$ cat src/rtl/sbf_pkg.sv
`timescale 1ns / 1ps
// ----------------------------------------------------------------------------
// SPI slave byte framer package
// Shared constants, register indexes, transaction payload types and the
// frame parser phase type.
// ----------------------------------------------------------------------------
package sbf_pkg;

    localparam int BYTE_W          = 8;
    localparam int PAYLOAD_BYTES   = 8;
    localparam int PAYLOAD_IDX_W   = (PAYLOAD_BYTES > 1) ? $clog2(PAYLOAD_BYTES) : 1;
    localparam int FRAME_PAYLOAD_W = 64;
    localparam int CFG_IDX_W       = 2;
    localparam int CFG_DATA_W      = 8;

    localparam logic [BYTE_W-1:0] SYNC_BYTE = 8'hFF;

    // Configuration register indexes.
    localparam logic [CFG_IDX_W-1:0] REG_RX_MODE   = 2'd0;
    localparam logic [CFG_IDX_W-1:0] REG_RX_LENGTH = 2'd1;
    localparam logic [CFG_IDX_W-1:0] REG_TX_LENGTH = 2'd2;

    // Receive modes.
    localparam logic MODE_ARRAY = 1'b0;
    localparam logic MODE_FRAME = 1'b1;

    // Pin event kinds.
    localparam logic REQ_OTHER = 1'b0;
    localparam logic REQ_SCLK  = 1'b1;

    typedef logic [BYTE_W-1:0] t_byte;

    typedef struct packed {
        logic  req_type;
        logic  cs_high;
        logic  edge_level;
        logic  in_bit;
        t_byte tx_byte;
    } t_sbf_in;

    typedef struct packed {
        logic [15:0]                cmd;
        logic [15:0]                src;
        logic [15:0]                dst;
        t_byte                      len;
        logic [FRAME_PAYLOAD_W-1:0] payload;
    } t_sbf_frame;

    typedef struct packed {
        logic                       out_bit;
        logic                       tx_byte_taken;
        logic                       tx_done;
        logic                       rx_byte_valid;
        t_byte                      rx_byte;
        logic                       rx_done;
        logic                       frame_valid;
        logic [15:0]                frame_cmd;
        logic [15:0]                frame_src;
        logic [15:0]                frame_dst;
        t_byte                      frame_len;
        logic [FRAME_PAYLOAD_W-1:0] frame_payload;
    } t_sbf_out;

    typedef enum logic [3:0] {
        PH_SYNC1,
        PH_SYNC2,
        PH_CMD_HI,
        PH_CMD_LO,
        PH_SRC_HI,
        PH_SRC_LO,
        PH_DST_HI,
        PH_DST_LO,
        PH_LEN,
        PH_DATA
    } t_parse_phase;

endpackage

$ cat src/rtl/sbf_in_if.sv
`timescale 1ns / 1ps
// ----------------------------------------------------------------------------
// SPI slave byte framer input channel
// Valid/ready channel carrying one pin event per transaction.
// ----------------------------------------------------------------------------
interface sbf_in_if import sbf_pkg::*; ();

    logic    valid;
    logic    ready;
    t_sbf_in payload;

    modport source (output valid, output payload, input ready);
    modport sink   (input valid, input payload, output ready);

endinterface

$ cat src/rtl/sbf_out_if.sv
`timescale 1ns / 1ps
// ----------------------------------------------------------------------------
// SPI slave byte framer output channel
// Valid/ready channel carrying one result per transaction.
// ----------------------------------------------------------------------------
interface sbf_out_if import sbf_pkg::*; ();

    logic     valid;
    logic     ready;
    t_sbf_out payload;

    modport source (output valid, output payload, input ready);
    modport sink   (input valid, input payload, output ready);

endinterface

$ cat src/rtl/sbf_frame_parser.sv
`timescale 1ns / 1ps
// ----------------------------------------------------------------------------
// SPI slave byte framer frame parser
// Waits for two sync bytes, then collects command, source, destination,
// length and the payload bytes; flags the frame on its last byte.
// ----------------------------------------------------------------------------
module sbf_frame_parser import sbf_pkg::*; (
    input  logic       i_clk,
    input  logic       i_rst_n,
    input  logic       i_byte_valid,
    input  t_byte      i_byte,
    output logic       o_frame_valid,
    output t_sbf_frame o_frame
);

    t_parse_phase             r_phase, n_phase;
    logic [PAYLOAD_IDX_W-1:0] r_data_idx, n_data_idx;
    t_byte                    r_cmd_hi, r_cmd_lo, r_src_hi, r_src_lo;
    t_byte                    r_dst_hi, r_dst_lo, r_len;
    t_byte                    r_payload [PAYLOAD_BYTES];
    logic                     last_data;

    assign last_data = (r_data_idx == PAYLOAD_IDX_W'(PAYLOAD_BYTES - 1));

    always_ff @(posedge i_clk) begin
        if (!i_rst_n) begin
            r_phase    <= PH_SYNC1;
            r_data_idx <= '0;
        end else begin
            r_phase    <= n_phase;
            r_data_idx <= n_data_idx;
        end
    end

    // Field bytes need no reset: every one is rewritten before a frame completes.
    always_ff @(posedge i_clk) begin
        if (i_byte_valid) begin
            unique case (r_phase)
                PH_CMD_HI: r_cmd_hi <= i_byte;
                PH_CMD_LO: r_cmd_lo <= i_byte;
                PH_SRC_HI: r_src_hi <= i_byte;
                PH_SRC_LO: r_src_lo <= i_byte;
                PH_DST_HI: r_dst_hi <= i_byte;
                PH_DST_LO: r_dst_lo <= i_byte;
                PH_LEN:    r_len    <= i_byte;
                PH_DATA:   r_payload[r_data_idx] <= i_byte;
                default: begin
                end
            endcase
        end
    end

    always_comb begin
        n_phase       = r_phase;
        n_data_idx    = r_data_idx;
        o_frame_valid = 1'b0;
        o_frame       = '0;
        if (i_byte_valid) begin
            unique case (r_phase)
                PH_SYNC1:  if (i_byte == SYNC_BYTE) n_phase = PH_SYNC2;
                PH_SYNC2:  if (i_byte == SYNC_BYTE) n_phase = PH_CMD_HI;
                PH_CMD_HI: n_phase = PH_CMD_LO;
                PH_CMD_LO: n_phase = PH_SRC_HI;
                PH_SRC_HI: n_phase = PH_SRC_LO;
                PH_SRC_LO: n_phase = PH_DST_HI;
                PH_DST_HI: n_phase = PH_DST_LO;
                PH_DST_LO: n_phase = PH_LEN;
                PH_LEN: begin
                    n_phase    = PH_DATA;
                    n_data_idx = '0;
                end
                PH_DATA: begin
                    if (last_data) begin
                        n_phase       = PH_SYNC1;
                        n_data_idx    = '0;
                        o_frame_valid = 1'b1;
                        o_frame.cmd   = {r_cmd_hi, r_cmd_lo};
                        o_frame.src   = {r_src_hi, r_src_lo};
                        o_frame.dst   = {r_dst_hi, r_dst_lo};
                        o_frame.len   = r_len;
                        for (int i = 0; i < PAYLOAD_BYTES; i++) begin
                            o_frame.payload[FRAME_PAYLOAD_W-1-BYTE_W*i -: BYTE_W] =
                                (i == PAYLOAD_BYTES - 1) ? i_byte : r_payload[i];
                        end
                    end else begin
                        n_data_idx = r_data_idx + 1'b1;
                    end
                end
                default: n_phase = PH_SYNC1;
            endcase
        end
    end

endmodule

$ cat src/rtl/spi_slave_byte_framer_unit.sv
`timescale 1ns / 1ps
// ----------------------------------------------------------------------------
// SPI slave byte framer
// Mode 1 style SPI slave fed with one sampled pin event per transaction,
// with array-mode byte counting and a sync-headed frame parser.
// ----------------------------------------------------------------------------
// The block takes one pin event per input transaction and returns exactly one
// result transaction for it. It sustains one event per clock cycle while the
// output is not stalled; an accepted event waits in the input register and its
// result is then loaded into the result register, from which it is offered.
// Either side may stall freely. While chip select is high the bit counters and
// the receive shift register are cleared and the data output is driven low.
// With select low, a fresh transmit byte is taken from the input at the start
// of every byte while transmit count remains (reported through tx_byte_taken),
// rising serial clock edges drive its bits MSB first and falling edges sample
// the data input MSB first. Completed bytes are either counted towards
// rx_length (array mode) or fed to the frame parser (frame mode), which reports
// a whole frame on its last payload byte. Configuration writes take effect at
// once and must only be made while the block is idle.
// ----------------------------------------------------------------------------
module spi_slave_byte_framer_unit import sbf_pkg::*; (
    input  logic                  i_clk,
    input  logic                  i_rst_n,
    sbf_in_if.sink                i_in,
    sbf_out_if.source             o_out,
    input  logic                  i_cfg_we,
    input  logic [CFG_IDX_W-1:0]  i_cfg_idx,
    input  logic [CFG_DATA_W-1:0] i_cfg_wdata
);

    // Pipeline control: an input register feeding a result register.
    logic     r_s1_valid, r_out_valid;
    t_sbf_in  r_s1;
    t_sbf_out r_out, n_out;
    logic     out_free, s1_adv, in_acc;

    // Configuration registers.
    logic  r_rx_mode, n_rx_mode;
    t_byte r_rx_length, n_rx_length;
    t_byte r_tx_length, n_tx_length;

    // Serial and counting state.
    logic [2:0] r_drive_idx, n_drive_idx;
    logic [2:0] r_sample_idx, n_sample_idx;
    t_byte      r_rx_shift, n_rx_shift;
    t_byte      r_tx_hold, n_tx_hold;
    logic       r_tx_need_load, n_tx_need_load;
    t_byte      r_tx_sent, n_tx_sent;
    logic       r_tx_active, n_tx_active;
    t_byte      r_rx_received, n_rx_received;
    logic       r_rx_active, n_rx_active;
    logic       r_out_level, n_out_level;

    // Event decode for the item in the input register.
    logic       sel_low, rise, fall, byte_done, frame_byte;
    t_byte      hold_eff, shift_eff, sent_inc, recv_inc;
    logic       frame_valid;
    t_sbf_frame frame;

    assign out_free    = !r_out_valid || o_out.ready;
    assign s1_adv      = r_s1_valid && out_free;
    assign i_in.ready  = !r_s1_valid || out_free;
    assign in_acc      = i_in.valid && i_in.ready;
    assign o_out.valid = r_out_valid;
    assign o_out.payload = r_out;

    assign sel_low    = !r_s1.cs_high;
    assign rise       = sel_low && r_s1.req_type == REQ_SCLK && r_s1.edge_level;
    assign fall       = sel_low && r_s1.req_type == REQ_SCLK && !r_s1.edge_level;
    assign byte_done  = fall && (r_sample_idx == 3'd7);
    assign frame_byte = s1_adv && byte_done && r_rx_mode == MODE_FRAME;
    assign sent_inc   = r_tx_sent + 1'b1;
    assign recv_inc   = r_rx_received + 1'b1;

    // A byte is loaded on the first select-low event of every byte; with no
    // transmit count left, zeros are shifted out instead.
    always_comb begin
        hold_eff = r_tx_hold;
        if (r_tx_need_load) begin
            hold_eff = r_tx_active ? r_s1.tx_byte : '0;
        end
        shift_eff = r_rx_shift;
        if (r_s1.in_bit) begin
            shift_eff[3'd7 - r_sample_idx] = 1'b1;
        end
    end

    sbf_frame_parser u_parser (
        .i_clk         (i_clk),
        .i_rst_n       (i_rst_n),
        .i_byte_valid  (frame_byte),
        .i_byte        (shift_eff),
        .o_frame_valid (frame_valid),
        .o_frame       (frame)
    );

    always_comb begin
        n_rx_mode      = r_rx_mode;
        n_rx_length    = r_rx_length;
        n_tx_length    = r_tx_length;
        n_drive_idx    = r_drive_idx;
        n_sample_idx   = r_sample_idx;
        n_rx_shift     = r_rx_shift;
        n_tx_hold      = r_tx_hold;
        n_tx_need_load = r_tx_need_load;
        n_tx_sent      = r_tx_sent;
        n_tx_active    = r_tx_active;
        n_rx_received  = r_rx_received;
        n_rx_active    = r_rx_active;
        n_out_level    = r_out_level;
        n_out          = '0;

        if (s1_adv) begin
            if (!sel_low) begin
                n_drive_idx    = '0;
                n_sample_idx   = '0;
                n_rx_shift     = '0;
                n_out_level    = 1'b0;
                n_tx_need_load = 1'b1;
            end else begin
                if (r_tx_need_load) begin
                    n_tx_need_load = 1'b0;
                    n_tx_hold      = hold_eff;
                    if (r_tx_active) begin
                        n_out.tx_byte_taken = 1'b1;
                        n_tx_sent           = sent_inc;
                        if (sent_inc == r_tx_length) begin
                            n_tx_sent     = '0;
                            n_tx_active   = 1'b0;
                            n_out.tx_done = 1'b1;
                        end
                    end
                end
                if (rise) begin
                    n_out_level = hold_eff[3'd7 - r_drive_idx];
                    n_drive_idx = r_drive_idx + 1'b1;
                    if (r_drive_idx == 3'd7) begin
                        n_tx_need_load = 1'b1;
                    end
                end
                if (fall) begin
                    n_sample_idx = r_sample_idx + 1'b1;
                    n_rx_shift   = shift_eff;
                    if (byte_done) begin
                        n_rx_shift    = '0;
                        n_out.rx_byte = shift_eff;
                        if (r_rx_mode == MODE_ARRAY && r_rx_active) begin
                            n_out.rx_byte_valid = 1'b1;
                            n_rx_received       = recv_inc;
                            if (recv_inc == r_rx_length) begin
                                n_rx_received = '0;
                                n_rx_active   = 1'b0;
                                n_out.rx_done = 1'b1;
                            end
                        end
                    end
                end
            end
            n_out.out_bit       = n_out_level;
            n_out.frame_valid   = frame_valid;
            n_out.frame_cmd     = frame.cmd;
            n_out.frame_src     = frame.src;
            n_out.frame_dst     = frame.dst;
            n_out.frame_len     = frame.len;
            n_out.frame_payload = frame.payload;
        end

        // Writes must arrive only while idle; the block itself does not enforce this.
        if (i_cfg_we) begin
            unique case (i_cfg_idx)
                REG_RX_MODE: n_rx_mode = i_cfg_wdata[0];
                REG_RX_LENGTH: begin
                    n_rx_length   = i_cfg_wdata;
                    n_rx_active   = (i_cfg_wdata != '0);
                    n_rx_received = '0;
                end
                REG_TX_LENGTH: begin
                    n_tx_length = i_cfg_wdata;
                    n_tx_active = (i_cfg_wdata != '0);
                    n_tx_sent   = '0;
                end
                default: begin
                end
            endcase
        end
    end

    always_ff @(posedge i_clk) begin
        if (!i_rst_n) begin
            r_s1_valid     <= 1'b0;
            r_out_valid    <= 1'b0;
            r_rx_mode      <= MODE_ARRAY;
            r_rx_length    <= '0;
            r_tx_length    <= '0;
            r_drive_idx    <= '0;
            r_sample_idx   <= '0;
            r_rx_shift     <= '0;
            r_tx_hold      <= '0;
            r_tx_need_load <= 1'b1;
            r_tx_sent      <= '0;
            r_tx_active    <= 1'b0;
            r_rx_received  <= '0;
            r_rx_active    <= 1'b0;
            r_out_level    <= 1'b0;
        end else begin
            if (in_acc) begin
                r_s1_valid <= 1'b1;
            end else if (s1_adv) begin
                r_s1_valid <= 1'b0;
            end
            if (s1_adv) begin
                r_out_valid <= 1'b1;
            end else if (o_out.ready) begin
                r_out_valid <= 1'b0;
            end
            r_rx_mode      <= n_rx_mode;
            r_rx_length    <= n_rx_length;
            r_tx_length    <= n_tx_length;
            r_drive_idx    <= n_drive_idx;
            r_sample_idx   <= n_sample_idx;
            r_rx_shift     <= n_rx_shift;
            r_tx_hold      <= n_tx_hold;
            r_tx_need_load <= n_tx_need_load;
            r_tx_sent      <= n_tx_sent;
            r_tx_active    <= n_tx_active;
            r_rx_received  <= n_rx_received;
            r_rx_active    <= n_rx_active;
            r_out_level    <= n_out_level;
        end
    end

    // Payload registers carry no reset.
    always_ff @(posedge i_clk) begin
        if (in_acc) begin
            r_s1 <= i_in.payload;
        end
        if (s1_adv) begin
            r_out <= n_out;
        end
    end

    // A finished transmit count implies the byte that finished it was taken.
    a_tx_done_taken: assert property (@(posedge i_clk) disable iff (!i_rst_n)
        r_out_valid && r_out.tx_done |-> r_out.tx_byte_taken)
        else $error("tx_done without a taken transmit byte");

    // Array completion only comes with a stored byte.
    a_rx_done_valid: assert property (@(posedge i_clk) disable iff (!i_rst_n)
        r_out_valid && r_out.rx_done |-> r_out.rx_byte_valid)
        else $error("rx_done without a stored byte");

    // Array storage and frame completion belong to different modes.
    a_mode_exclusive: assert property (@(posedge i_clk) disable iff (!i_rst_n)
        r_out_valid |-> !(r_out.frame_valid && r_out.rx_byte_valid))
        else $error("frame and array results in one transaction");

    // The sent count rests at zero whenever transmission is inactive.
    a_tx_sent_idle: assert property (@(posedge i_clk) disable iff (!i_rst_n)
        !r_tx_active |-> r_tx_sent == '0)
        else $error("transmit count left over while inactive");

    // Frame fields stay clear unless a frame completed.
    a_frame_clear: assert property (@(posedge i_clk) disable iff (!i_rst_n)
        r_out_valid && !r_out.frame_valid |-> r_out.frame_cmd == '0 && r_out.frame_len == '0)
        else $error("frame fields set without a frame");

endmodule
$ cat src/flat_wrapper.sv
// flat-port wrapper written by rule: the top's interface ports become plain ports
module spi_slave_byte_framer_unit_flat import sbf_pkg::*;
  (i_clk, i_rst_n, i_cfg_we, i_cfg_idx, i_cfg_wdata, i_in_valid, i_in_payload, i_in_ready, o_out_valid, o_out_payload, o_out_ready);
  sbf_in_if i_in_i ();
  sbf_out_if o_out_i ();
  input  logic i_clk;
  input  logic i_rst_n;
  input  logic i_cfg_we;
  input  logic [CFG_IDX_W-1:0] i_cfg_idx;
  input  logic [CFG_DATA_W-1:0] i_cfg_wdata;
  input wire logic [$bits(i_in_i.valid)-1:0] i_in_valid;
  input wire logic [$bits(i_in_i.payload)-1:0] i_in_payload;
  output wire logic [$bits(i_in_i.ready)-1:0] i_in_ready;
  output wire logic [$bits(o_out_i.valid)-1:0] o_out_valid;
  output wire logic [$bits(o_out_i.payload)-1:0] o_out_payload;
  input wire logic [$bits(o_out_i.ready)-1:0] o_out_ready;
  assign i_in_i.valid = i_in_valid;
  assign i_in_i.payload = i_in_payload;
  assign i_in_ready = i_in_i.ready;
  assign o_out_valid = o_out_i.valid;
  assign o_out_payload = o_out_i.payload;
  assign o_out_i.ready = o_out_ready;
  spi_slave_byte_framer_unit u_core (.i_clk(i_clk), .i_rst_n(i_rst_n), .i_in(i_in_i), .o_out(o_out_i), .i_cfg_we(i_cfg_we), .i_cfg_idx(i_cfg_idx), .i_cfg_wdata(i_cfg_wdata));
endmodule
$ cat config.mk
export PLATFORM = sky130hd
export DESIGN_NAME = spi_slave_byte_framer_unit_flat
export DESIGN_NICKNAME = d
export VERILOG_FILES = /design/src/rtl/sbf_pkg.sv /design/src/rtl/sbf_in_if.sv /design/src/rtl/sbf_out_if.sv /design/src/rtl/sbf_frame_parser.sv /design/src/rtl/spi_slave_byte_framer_unit.sv /design/src/flat_wrapper.sv
export SDC_FILE = /design/constraint.sdc
export NUM_CORES = 1
export LEC_CHECK = 0
export ABC_CLOCK_PERIOD_IN_PS = 6300
export BUFFER_PORTS_ARGS = -buffer_cell sky130_fd_sc_hd__buf_2
export CAP_MARGIN = 30
export CORE_MARGIN = 5
export CORE_UTILIZATION = 46
export CTS_CLUSTER_SIZE = 8
export DETAILED_ROUTE_END_ITERATION = 8
export PLACE_DENSITY = 0.75
export SLEW_MARGIN = 20
export SYNTH_ARGS = -nofsm -noshare
export SYNTH_HDL_FRONTEND = slang
export SYNTH_HIERARCHICAL = 1
export SYNTH_SLANG_ARGS = --single-unit
$ cat constraint.sdc
create_clock -name i_clk -period 6.3 [get_ports i_clk]
set_input_delay 0.63 -clock i_clk [delete_from_list [all_inputs] [get_ports i_clk]]
set_output_delay 0.63 -clock i_clk [all_outputs]
set_load 0.01 [all_outputs]
==> impl_metrics.ini, run 1 <==
[flow_run]
maxCapViolCount = 0

[route]
drc = 0
drt_iter0_drc = 565
ant_nets = 0
drt_pass1_iterations = 5
vias = 7615
drt-vias-per-instance = 5.26
wire_per_inst_microns = 17.4
drt-total-wl_microns = 25300

[min_path]
holdCritPathClass = primary input to register

[floorplanning]
die_y_microns = 176
core_area_sq_um = 27000
fp.dieW_microns = 176
num_rows = 60
die-area_sq_um = 30900
start_util = 0.468
pin_count = 163

[sta]
fmax_mhz = 296
fin_skew_ns = 0.0129
grt_setup_unrepaired = false
period_needed_ns = 3.37
setup-violations-final = 0
tightest_slew_ns = 0.952
slew_headroom = 0.365
setup_tns_ns = 0
post-route-period-util = 0.536
slew_violations = 0
final-hold-violation-count = 0

[clocking]
root_buffer = clkbuf_16
cts_made_buffers = 46
clk_pin_slew_ns = 0.05
cts_tree = built
post_cts_resized = 0
post-cts-setup-buffers = 0
cts_hold_buf = 0
cts.sink_count = 326
cts_buffer_depth = 3
clk_latency_ns = 0.53
htree_levels = 2

[placement]
gp_congestion = 0.858
post_dp_cell_area_sq_um = 13700
dp_hpwl_microns = 15800
place_inst = 1361
port_buffers = 162

[synthesis]
ys_seq_area_frac = 0.720
syn_avg_cell_area_sq_um = 14.2
synthDominantCellAreaShare = 0.612
ys.flop_type = edfxtp_1
yosys_warnings = 6
synth_edf_count = 258
synth_fp_nets = 927
async_reset_ff_frac = 0
synth_seq_cells = 326
synth_top_cell_by_area = edfxtp_1
synth_area_sq_um = 12700
syn_inst = 892
synth_cell_type_count = 70
synth_area_leaders = edfxtp_1 61%, dfxtp_1 11%, and2_1 6.5%, nand2_1 1.9%, nor2b_1 1.8%

[finish]
area_growth_pct = 19.3
fin_util = 0.559
drive_gt1_frac = 0.214
diodes = 0
fin_cells = 1449
design_area_sq_um = 15100
fin_nets = 1106

[setup_path]
arrival_ns = 3.53
cp_top_family = simple AND/OR/NAND/NOR gates
cp_max_fo = 11
reg2reg_slack_ns = 2.93
critical_path_buf_inv_count = 1
required_ns = 6.45
cp_num_cells = 9
cp-start-kind = register
path_cells = ha_1, ha_1, nand4bb_1, nor3_1, buf_2, and4bb_1, nand2_1, or2_1, nor2_1
cpMostUsedCell = ha_1
cpPeakStageDelay_ns = 0.55
cp-end-kind = register
crit_type = register to register
ff2ff_path_depth = 9
endpoint = u_core/u_parser/r_payload[4][2]
r2r_end = u_core/u_parser/r_payload[4][2]
cp_slowest_cell = nor2_1
worstReg2RegStart = u_core/r_sample_idx[0]
crit_start = u_core/r_sample_idx[0]

[power_and_ir_drop]
total_power_uw = 4800
vdd_ir_drop_max_mv = 0.193
p_leak_uw = 0.00550
p_per_area_nw_per_um2 = 318

[run_status]
run_status = completed

[global_routing]
antenna_found_initial = 0
grt_max_degree = 80
grt_pass1_vias = 7246
grt-ovfl-total = 0
grt_pass1_wl_microns = 39700
grt_usage = 0.161
## registers in the layout, indices dropped and copies added, names as in the netlist, 4 cells and up
signal / cells
u_core/u_parser/r_dst_lo: 8
u_core/u_parser/r_src_hi: 8
u_core/r_s1: 12
u_core/r_tx_sent: 8
u_core/u_parser/r_cmd_hi: 8
u_core/r_rx_shift: 8
u_core/r_rx_received: 8
u_core/u_parser/r_payload: 56
u_core/u_parser/r_src_lo: 8
u_core/o_out.payload: 134
u_core/r_tx_length: 8
u_core/r_tx_hold: 8
u_core/u_parser/r_phase: 4
u_core/r_rx_length: 8
u_core/u_parser/r_len: 8
u_core/u_parser/r_dst_hi: 8
u_core/u_parser/r_cmd_lo: 8
## synth_stat cells (all sizes together) (7+ instances only)
cell type and count:
a211oi 8, a21boi 14, a21oi 25, a22oi 19, and2 132, buf 24, clkbuf 14, dfxtp 68
edfxtp 258, ha 8, inv 15, mux2i 9, nand2 63, nand2b 10, nand3 22, nor2 37
nor2b 36, nor3 13, nor4 7, o21ai 13, or3 10, xnor2 10
## worst register-to-register path, stage by stage, from the launching register on
cell       delay, ns
dfxtp_1         0.44
ha_1            0.20
ha_1            0.18
nand4bb_1       0.43
nor3_1          0.28
buf_2           0.24
and4bb_1        0.30
nand2_1         0.08
or2_1           0.28
nor2_1          0.55
## worst min path at each step
stage / to / cells after the start / startpoint
finish: u_core/r_s1[1] / 1 / i_in_payload[1]
global placement: u_core/r_out_level / 2 / u_core/r_out_level
detailed placement: u_core/r_out_level / 2 / u_core/r_out_level
global route: u_core/r_s1[1] / 1 / i_in_payload[1]
floorplan: u_core/r_out_level / 2 / u_core/r_out_level
CTS: u_core/r_s1[1] / 1 / i_in_payload[1]
## routing by layer
metal / up-vias / track usage / wire length (microns)
met3: 43 / 0.0338 / 1960
met2: 301 / 0.261 / 12100
li1: 3628 / - / -
met4: 0 / 0.0465 / 496
met1: 3643 / 0.222 / 10700
met5: - / 0 / 0
## layout by cell type (no fill, tap or decap), types with 4 or more instances in the layout
cell and n:
edfxtp_1 258, nand2b_1 10, nor2_1 35, a21boi_0 13
and2_1 131, a22oi_1 19, and3_1 4, nor3_1 12
nand4_1 5, o211ai_1 4, ha_1 8, clkbuf_1 35
mux2i_1 9, nand3_1 22, or3_1 9, xnor2_1 10
buf_2 164, a211oi_1 7, o22ai_1 5, nor4_1 7
o21ai_0 10, xor2_1 5, nand2_1 63, a21o_1 5
inv_1 13, nor2b_1 36, clkbuf_16 47, dfxtp_1 68
a21oi_1 25
## final cells by class
| type | instances | area, sq um |
|---|---|---|
| Clock buffer | 83 | 1320 |
| Clock inverter | 2 | 32.5 |
| Fill cell | 2175 | 11900 |
| Inverter | 15 | 58.8 |
| Multi-Input combinational cell | 513 | 3240 |
| Sequential cell | 326 | 9110 |
| Tap cell | 341 | 427 |
| Timing Repair Buffer | 169 | 911 |
## metrics by stage
step	hold slack (ns)	setup WS, ns
after CTS	0.252	2.21
after floorplan	0.430	2.73
after global placement	0.437	2.39
final	0.271	2.93
after detailed placement	0.442	2.23
after global routing	0.257	2.69
## power by group
group | internal, uW | leakage (uW) | total [uW] | switching, uW
clock | 1400 | 0.000641 | 2260 | 854
combinational | 55.9 | 0.00188 | 156 | 100
sequential | 2370 | 0.00298 | 2390 | 23.6
## cell families after synthesis
| kind of cell | after synthesis | share of synthesized area |
|---|---|---|
| multiplexers | 10 | 0.00890 |
| AO/OA/AOI/OAI | 119 | 0.0670 |
| XOR/XNOR | 15 | 0.0104 |
| buffers and inverters | 53 | 0.0246 |
| flip-flops | 326 | 0.720 |
| adder cells (fa/ha/maj) | 8 | 0.00791 |
| AND/OR/NAND/NOR | 361 | 0.161 |
Note: power is estimated with default switching activity, not from simulation.
==> run 2, diff against run 1 <==
--- a/config.mk
+++ b/config.mk
@@ -5,7 +5,7 @@
 export SDC_FILE = /design/constraint.sdc
 export NUM_CORES = 1
 export LEC_CHECK = 0
-export ABC_CLOCK_PERIOD_IN_PS = 6300
+export ABC_CLOCK_PERIOD_IN_PS = 3350
 export BUFFER_PORTS_ARGS = -buffer_cell sky130_fd_sc_hd__buf_2
 export CAP_MARGIN = 30
 export CORE_MARGIN = 5
==> constraint.sdc (replaced) <==
create_clock -name i_clk -period 3.35 [get_ports i_clk]
set_input_delay 0.335 -clock i_clk [delete_from_list [all_inputs] [get_ports i_clk]]
set_output_delay 0.335 -clock i_clk [all_outputs]
set_load 0.01 [all_outputs]
==> run 2 against run 1 <==
First-iteration DRC count grew 3.7%. Cell count grew 1.4%. Critical path depth shrank 1. Core utilization grew 0.55 points. Sequential power grew 88%. Clock power grew 88%. Setup slack lost 2.6 ns. Combinational power grew 94%. Routed wire length grew 0.11%. Maximum frequency grew 12%. Non-clock buffer count grew 19. Critical endpoint unchanged. Largest power group unchanged.
==> impl_metrics.ini, run 2 (synthesis gave the netlist of run 1 again) <==
[route]
wl_met3_microns = 1690
top_layer = met4
ant_nets = 0
drc = 0
met2_length_microns = 12100
wire_per_inst_microns = 17.2
vias = 7636
drt_iter0_drc = 586
wl_met1_microns = 11100
drt-vias-per-instance = 5.19
drt_pass1_iterations = 5
drt-total-wl_microns = 25300

[sta]
whs_ns = 0.0798
period_needed_ns = 3.00
final-hold-violation-count = 0
setup_tns_ns = 0
slew_violations = 0
grt_setup_unrepaired = false
setup-violations-final = 0
fin_ws_ns = 0.347
tightest_slew_ns = 0.852
post-route-period-util = 0.896
fmax_mhz = 333
slew_headroom = 0.431
fin_skew_ns = 0.0197

[run_status]
run_status = completed

[clocking]
cts_tree = built
cts_made_buffers = 47
cts.sink_count = 326
cts_buffer_depth = 3
clk_latency_ns = 0.54
post_cts_resized = 0
htree_levels = 2
root_buffer = clkbuf_16
clk_pin_slew_ns = 0.05

[setup_path]
cp_top_family = simple AND/OR/NAND/NOR gates
path_cells = ha_1, ha_1, nand4bb_1, nor3_1, and4bb_1, nand2_1, or2_1, nor2_1
required_ns = 3.51
cp_slowest_cell = nor2_1
arrival_ns = 3.17
cp_max_fo = 8
crit_type = register to register
cp-end-kind = register
cpMostUsedCell = ha_1
cpPeakStageDelay_ns = 0.54
critical_path_buf_inv_count = 0
cp-start-kind = register

[placement]
dp_hpwl_microns = 16000
dp_slack_ns = 0.400
port_buffers = 162
place_inst = 1371
gp_congestion = 0.840

[global_routing]
grt_usage = 0.160
grt_pass1_vias = 7353
antenna_found_initial = 1
grt_max_degree = 115
grt_pass1_wl_microns = 39600
grt-ovfl-total = 0

[finish]
mostFrequentLayoutCells = 258 x edfxtp_1, 162 x buf_2, 131 x and2_1, 68 x dfxtp_1, 63 x nand2_1
fin_cells = 1470
diodes = 0
area_growth_pct = 20.5
drive_gt1_frac = 0.217
mostFrequentLayoutCell = edfxtp_1
fin_nets = 1126
largest_register_ffs = 134
nFillCells = 2161

[power_and_ir_drop]
p_leak_uw = 0.00557
vdd_ir_drop_max_mv = 0.366
total_power_uw = 9060
p_per_area_nw_per_um2 = 594

[floorplanning]
die-area_sq_um = 30900
start_util = 0.468
fp.dieW_microns = 176
pin_count = 163
die_y_microns = 176
core_area_sq_um = 27000
num_rows = 60

[min_path]
holdCritPathClass = primary input to register

[flow_run]
maxCapViolCount = 0
==> run 2: repair_timing <==
item,4_1_cts,5_1_grt
hold buffers,12,0
buffers inserted,0,0
setup endpoints to repair,0,0
endpoints found under the hold margin,12,0
==> run 2: layout make-up <==
class,instances,area (sq um),area share
Clock inverter,5,62.6,0.00410
Multi-Input combinational cell,513,3230,0.212
Inverter,15,58.8,0.00386
Sequential cell,326,9110,0.597
Timing Repair Buffer,188,1050,0.0688
Clock buffer,82,1310,0.0858
Tap cell,341,427,0.0280
==> run 2: power breakdown <==
group	switching, uW	internal, uW
combinational	190	112
clock	1620	2640
sequential	45.4	4450
total	1850	7200
==> run 2: per-layer routing <==
| layer | track usage | vias up |
|---|---|---|
| li1 | - | 3657 |
| met1 | 0.220 | 3669 |
| met2 | 0.262 | 277 |
| met3 | 0.0344 | 33 |
| met4 | 0.0426 | 0 |
| met5 | 0 | - |
==> run 2: worst paths after layout <==
path | startpoint | to | slack [ns] | cells after the start
setup reg to reg | u_core/r_sample_idx[0] | u_core/u_parser/r_payload[4][2] | 0.35 | 8
setup / recovery | u_core/r_sample_idx[0] | u_core/u_parser/r_payload[4][2] | 0.35 | 8
hold reg to reg | u_core/r_out_level | u_core/r_out_level | 0.45 | 2
hold / removal | i_cfg_wdata[4] | u_core/r_tx_length[4] | 0.08 | 3
==> run 2: tightest hold or removal path, stage by stage <==
cell and delay, ns:
buf_2 0.11, nand2_1 0.05, a21boi_0 0.06
==> run 2: metrics by stage <==
step	utilization	cell area [sq um]
2_1_floorplan	-	12700
3_3_place_gp	0.509	13800
3_5_place_dp	0.509	13800
4_1_cts	0.564	15200
5_1_grt	0.564	15200
6_report	0.564	15200
==> run 3, diff against run 2 <==
--- a/config.mk
+++ b/config.mk
@@ -9,10 +9,10 @@
 export BUFFER_PORTS_ARGS = -buffer_cell sky130_fd_sc_hd__buf_2
 export CAP_MARGIN = 30
 export CORE_MARGIN = 5
-export CORE_UTILIZATION = 46
+export CORE_UTILIZATION = 47
 export CTS_CLUSTER_SIZE = 8
 export DETAILED_ROUTE_END_ITERATION = 8
-export PLACE_DENSITY = 0.75
+export PLACE_DENSITY = 0.76
 export SLEW_MARGIN = 20
 export SYNTH_ARGS = -nofsm -noshare
 export SYNTH_HDL_FRONTEND = slang
==> run 3 against run 2 <==
Maximum frequency rose by 0.83%. Core utilization rose by 0.44 points. Cell area fell by 0.34%. Hold slack got worse by 0.0019 ns. Clock power fell by 3%. Flip-flop and latch count did not move. Combinational power barely moved. Global-route usage rose by 0.54 points. Non-clock buffer count rose by 2. Routed wire length rose by 1.6%.
==> impl_metrics.ini, run 3 (synthesis gave the netlist of run 1 again) <==
[finish]
mostFrequentLayoutCells = 258 x edfxtp_1, 162 x buf_2, 131 x and2_1, 68 x dfxtp_1, 63 x nand2_1
diodes = 0
mostFrequentLayoutCell = edfxtp_1
fin_util = 0.569
largest_register_ffs = 134
area_growth_pct = 20.1
nFillCells = 2109
multi_input_area_sq_um = 3230
drive_gt1_frac = 0.218
seq_area_sq_um = 9110
fin_nets = 1127

[clocking]
cts_made_buffers = 46
cts_tree = built
post_cts_resized = 0
clk_pin_slew_ns = 0.05
root_buffer = clkbuf_16
cts_buffer_depth = 3
post-cts-setup-buffers = 0
cts.sink_count = 326
clk_latency_ns = 0.53
cts_hold_buf = 12
htree_levels = 2

[min_path]
holdCritPathClass = primary input to register

[route]
wl_met1_microns = 11400
vias = 7626
drt_pass1_iterations = 5
drt_iter0_drc = 624
drt-vias-per-instance = 5.23
wire_per_inst_microns = 17.6
ant_nets = 0
top_layer = met4
wl_met3_microns = 1720
drt-total-wl_microns = 25700
drc = 0
met2_length_microns = 12100

[sta]
fin_ws_ns = 0.372
final-hold-violation-count = 0
setup-violations-final = 0
slew_violations = 0
slew_headroom = 0.426
post-route-period-util = 0.889
fin_skew_ns = 0.0224
period_needed_ns = 2.98
fmax_mhz = 336
setup_tns_ns = 0
grt_setup_unrepaired = false
tightest_slew_ns = 0.860
whs_ns = 0.0779

[setup_path]
path_cells = ha_1, ha_1, nand4bb_1, nor3_1, buf_4, and4bb_1, nand2_1, or2_1, nor2_1
required_ns = 3.50
cp-start-kind = register
crit_type = register to register
cpPeakStageDelay_ns = 0.55
arrival_ns = 3.13
cpMostUsedCell = ha_1
cp_max_fo = 10
cp-end-kind = register
cp_slowest_cell = nor2_1

[global_routing]
grt-ovfl-total = 0
antenna_found_initial = 0
grt_pass1_vias = 7551
grt_usage = 0.166
grt_max_degree = 122
grt_pass1_wl_microns = 40800

[floorplanning]
pin_count = 163
die-area_sq_um = 30300
core_area_sq_um = 26700
fp.dieW_microns = 174
num_rows = 60
start_util = 0.473
die_y_microns = 174

[power_and_ir_drop]
netSwitchingPower_uw = 1820
comb_power_share = 0.034
p_leak_uw = 0.00555
seqPwrFrac = 0.503
vdd_ir_drop_max_mv = 0.337
clkPwrFrac = 0.463
swShare = 0.204
p_per_area_nw_per_um2 = 588
intPower_uw = 7110
total_power_uw = 8930

[placement]
dp_hpwl_microns = 16200
dp_slack_ns = 0.402
port_buffers = 162
gp_congestion = 0.817

[run_status]
run_status = completed

[flow_run]
maxCapViolCount = 0
-- run 3: cell types whose count changed in the layout (fill, tap and decap cells not counted), sizes merged --
cell    previous run  this run
clkbuf            82        71
buf              176       178
inv               18        16
clkinv             2         1
-- run 3: power by group through the flow --
stage | logic [uW] | registers [uW] | clock network (uW)
2_1_floorplan | 107 | 4610 | 0
5_1_grt | 329 | 4500 | 4420
6_report | 304 | 4490 | 4130
3_5_place_dp | 297 | 4570 | 0
4_1_cts | 309 | 4500 | 4220
3_3_place_gp | 290 | 4570 | 0
-- run 3: metrics by stage --
stage	cells	instance area [sq um]
global placement	1373	13800
detailed placement	1373	13800
finish	1458	15200
global route	1458	15200
CTS	1458	15200
floorplan	892	12700
-- run 3: cell type report --
type	instances	area share
Clock inverter	2	0.00239
Multi-Input combinational cell	513	0.213
Sequential cell	326	0.599
Inverter	15	0.00387
Timing Repair Buffer	190	0.0708
Tap cell	341	0.0281
Clock buffer	71	0.0826
-- run 3: worst paths after layout --
| check | from | slack (ns) | depth (start not counted) | end |
|---|---|---|---|---|
| setup / recovery | u_core/r_sample_idx[0] | 0.37 | 9 | u_core/u_parser/r_payload[6][6] |
| hold reg to reg | u_core/r_out_level | 0.47 | 2 | u_core/r_out_level |
| hold / removal | i_in_valid | 0.08 | 3 | u_core/r_s1_valid |
| setup reg to reg | u_core/r_sample_idx[0] | 0.37 | 9 | u_core/u_parser/r_payload[6][6] |
-- run 3: critical path, delay by kind of cell, from the launching register on --
| family | cells | cell delay (ns) |
|---|---|---|
| flip-flops | 1 | 0.44 |
| AND/OR/NAND/NOR | 6 | 1.57 |
| adder cells (fa/ha/maj) | 2 | 0.38 |
| buffers and inverters | 1 | 0.22 |
-- run 3: routing by layer --
layer / vias to the layer above / GRT usage
li1: 3646 / -
met1: 3670 / 0.226
met2: 263 / 0.273
met3: 47 / 0.0378
met4: 0 / 0.0403
met5: - / 0
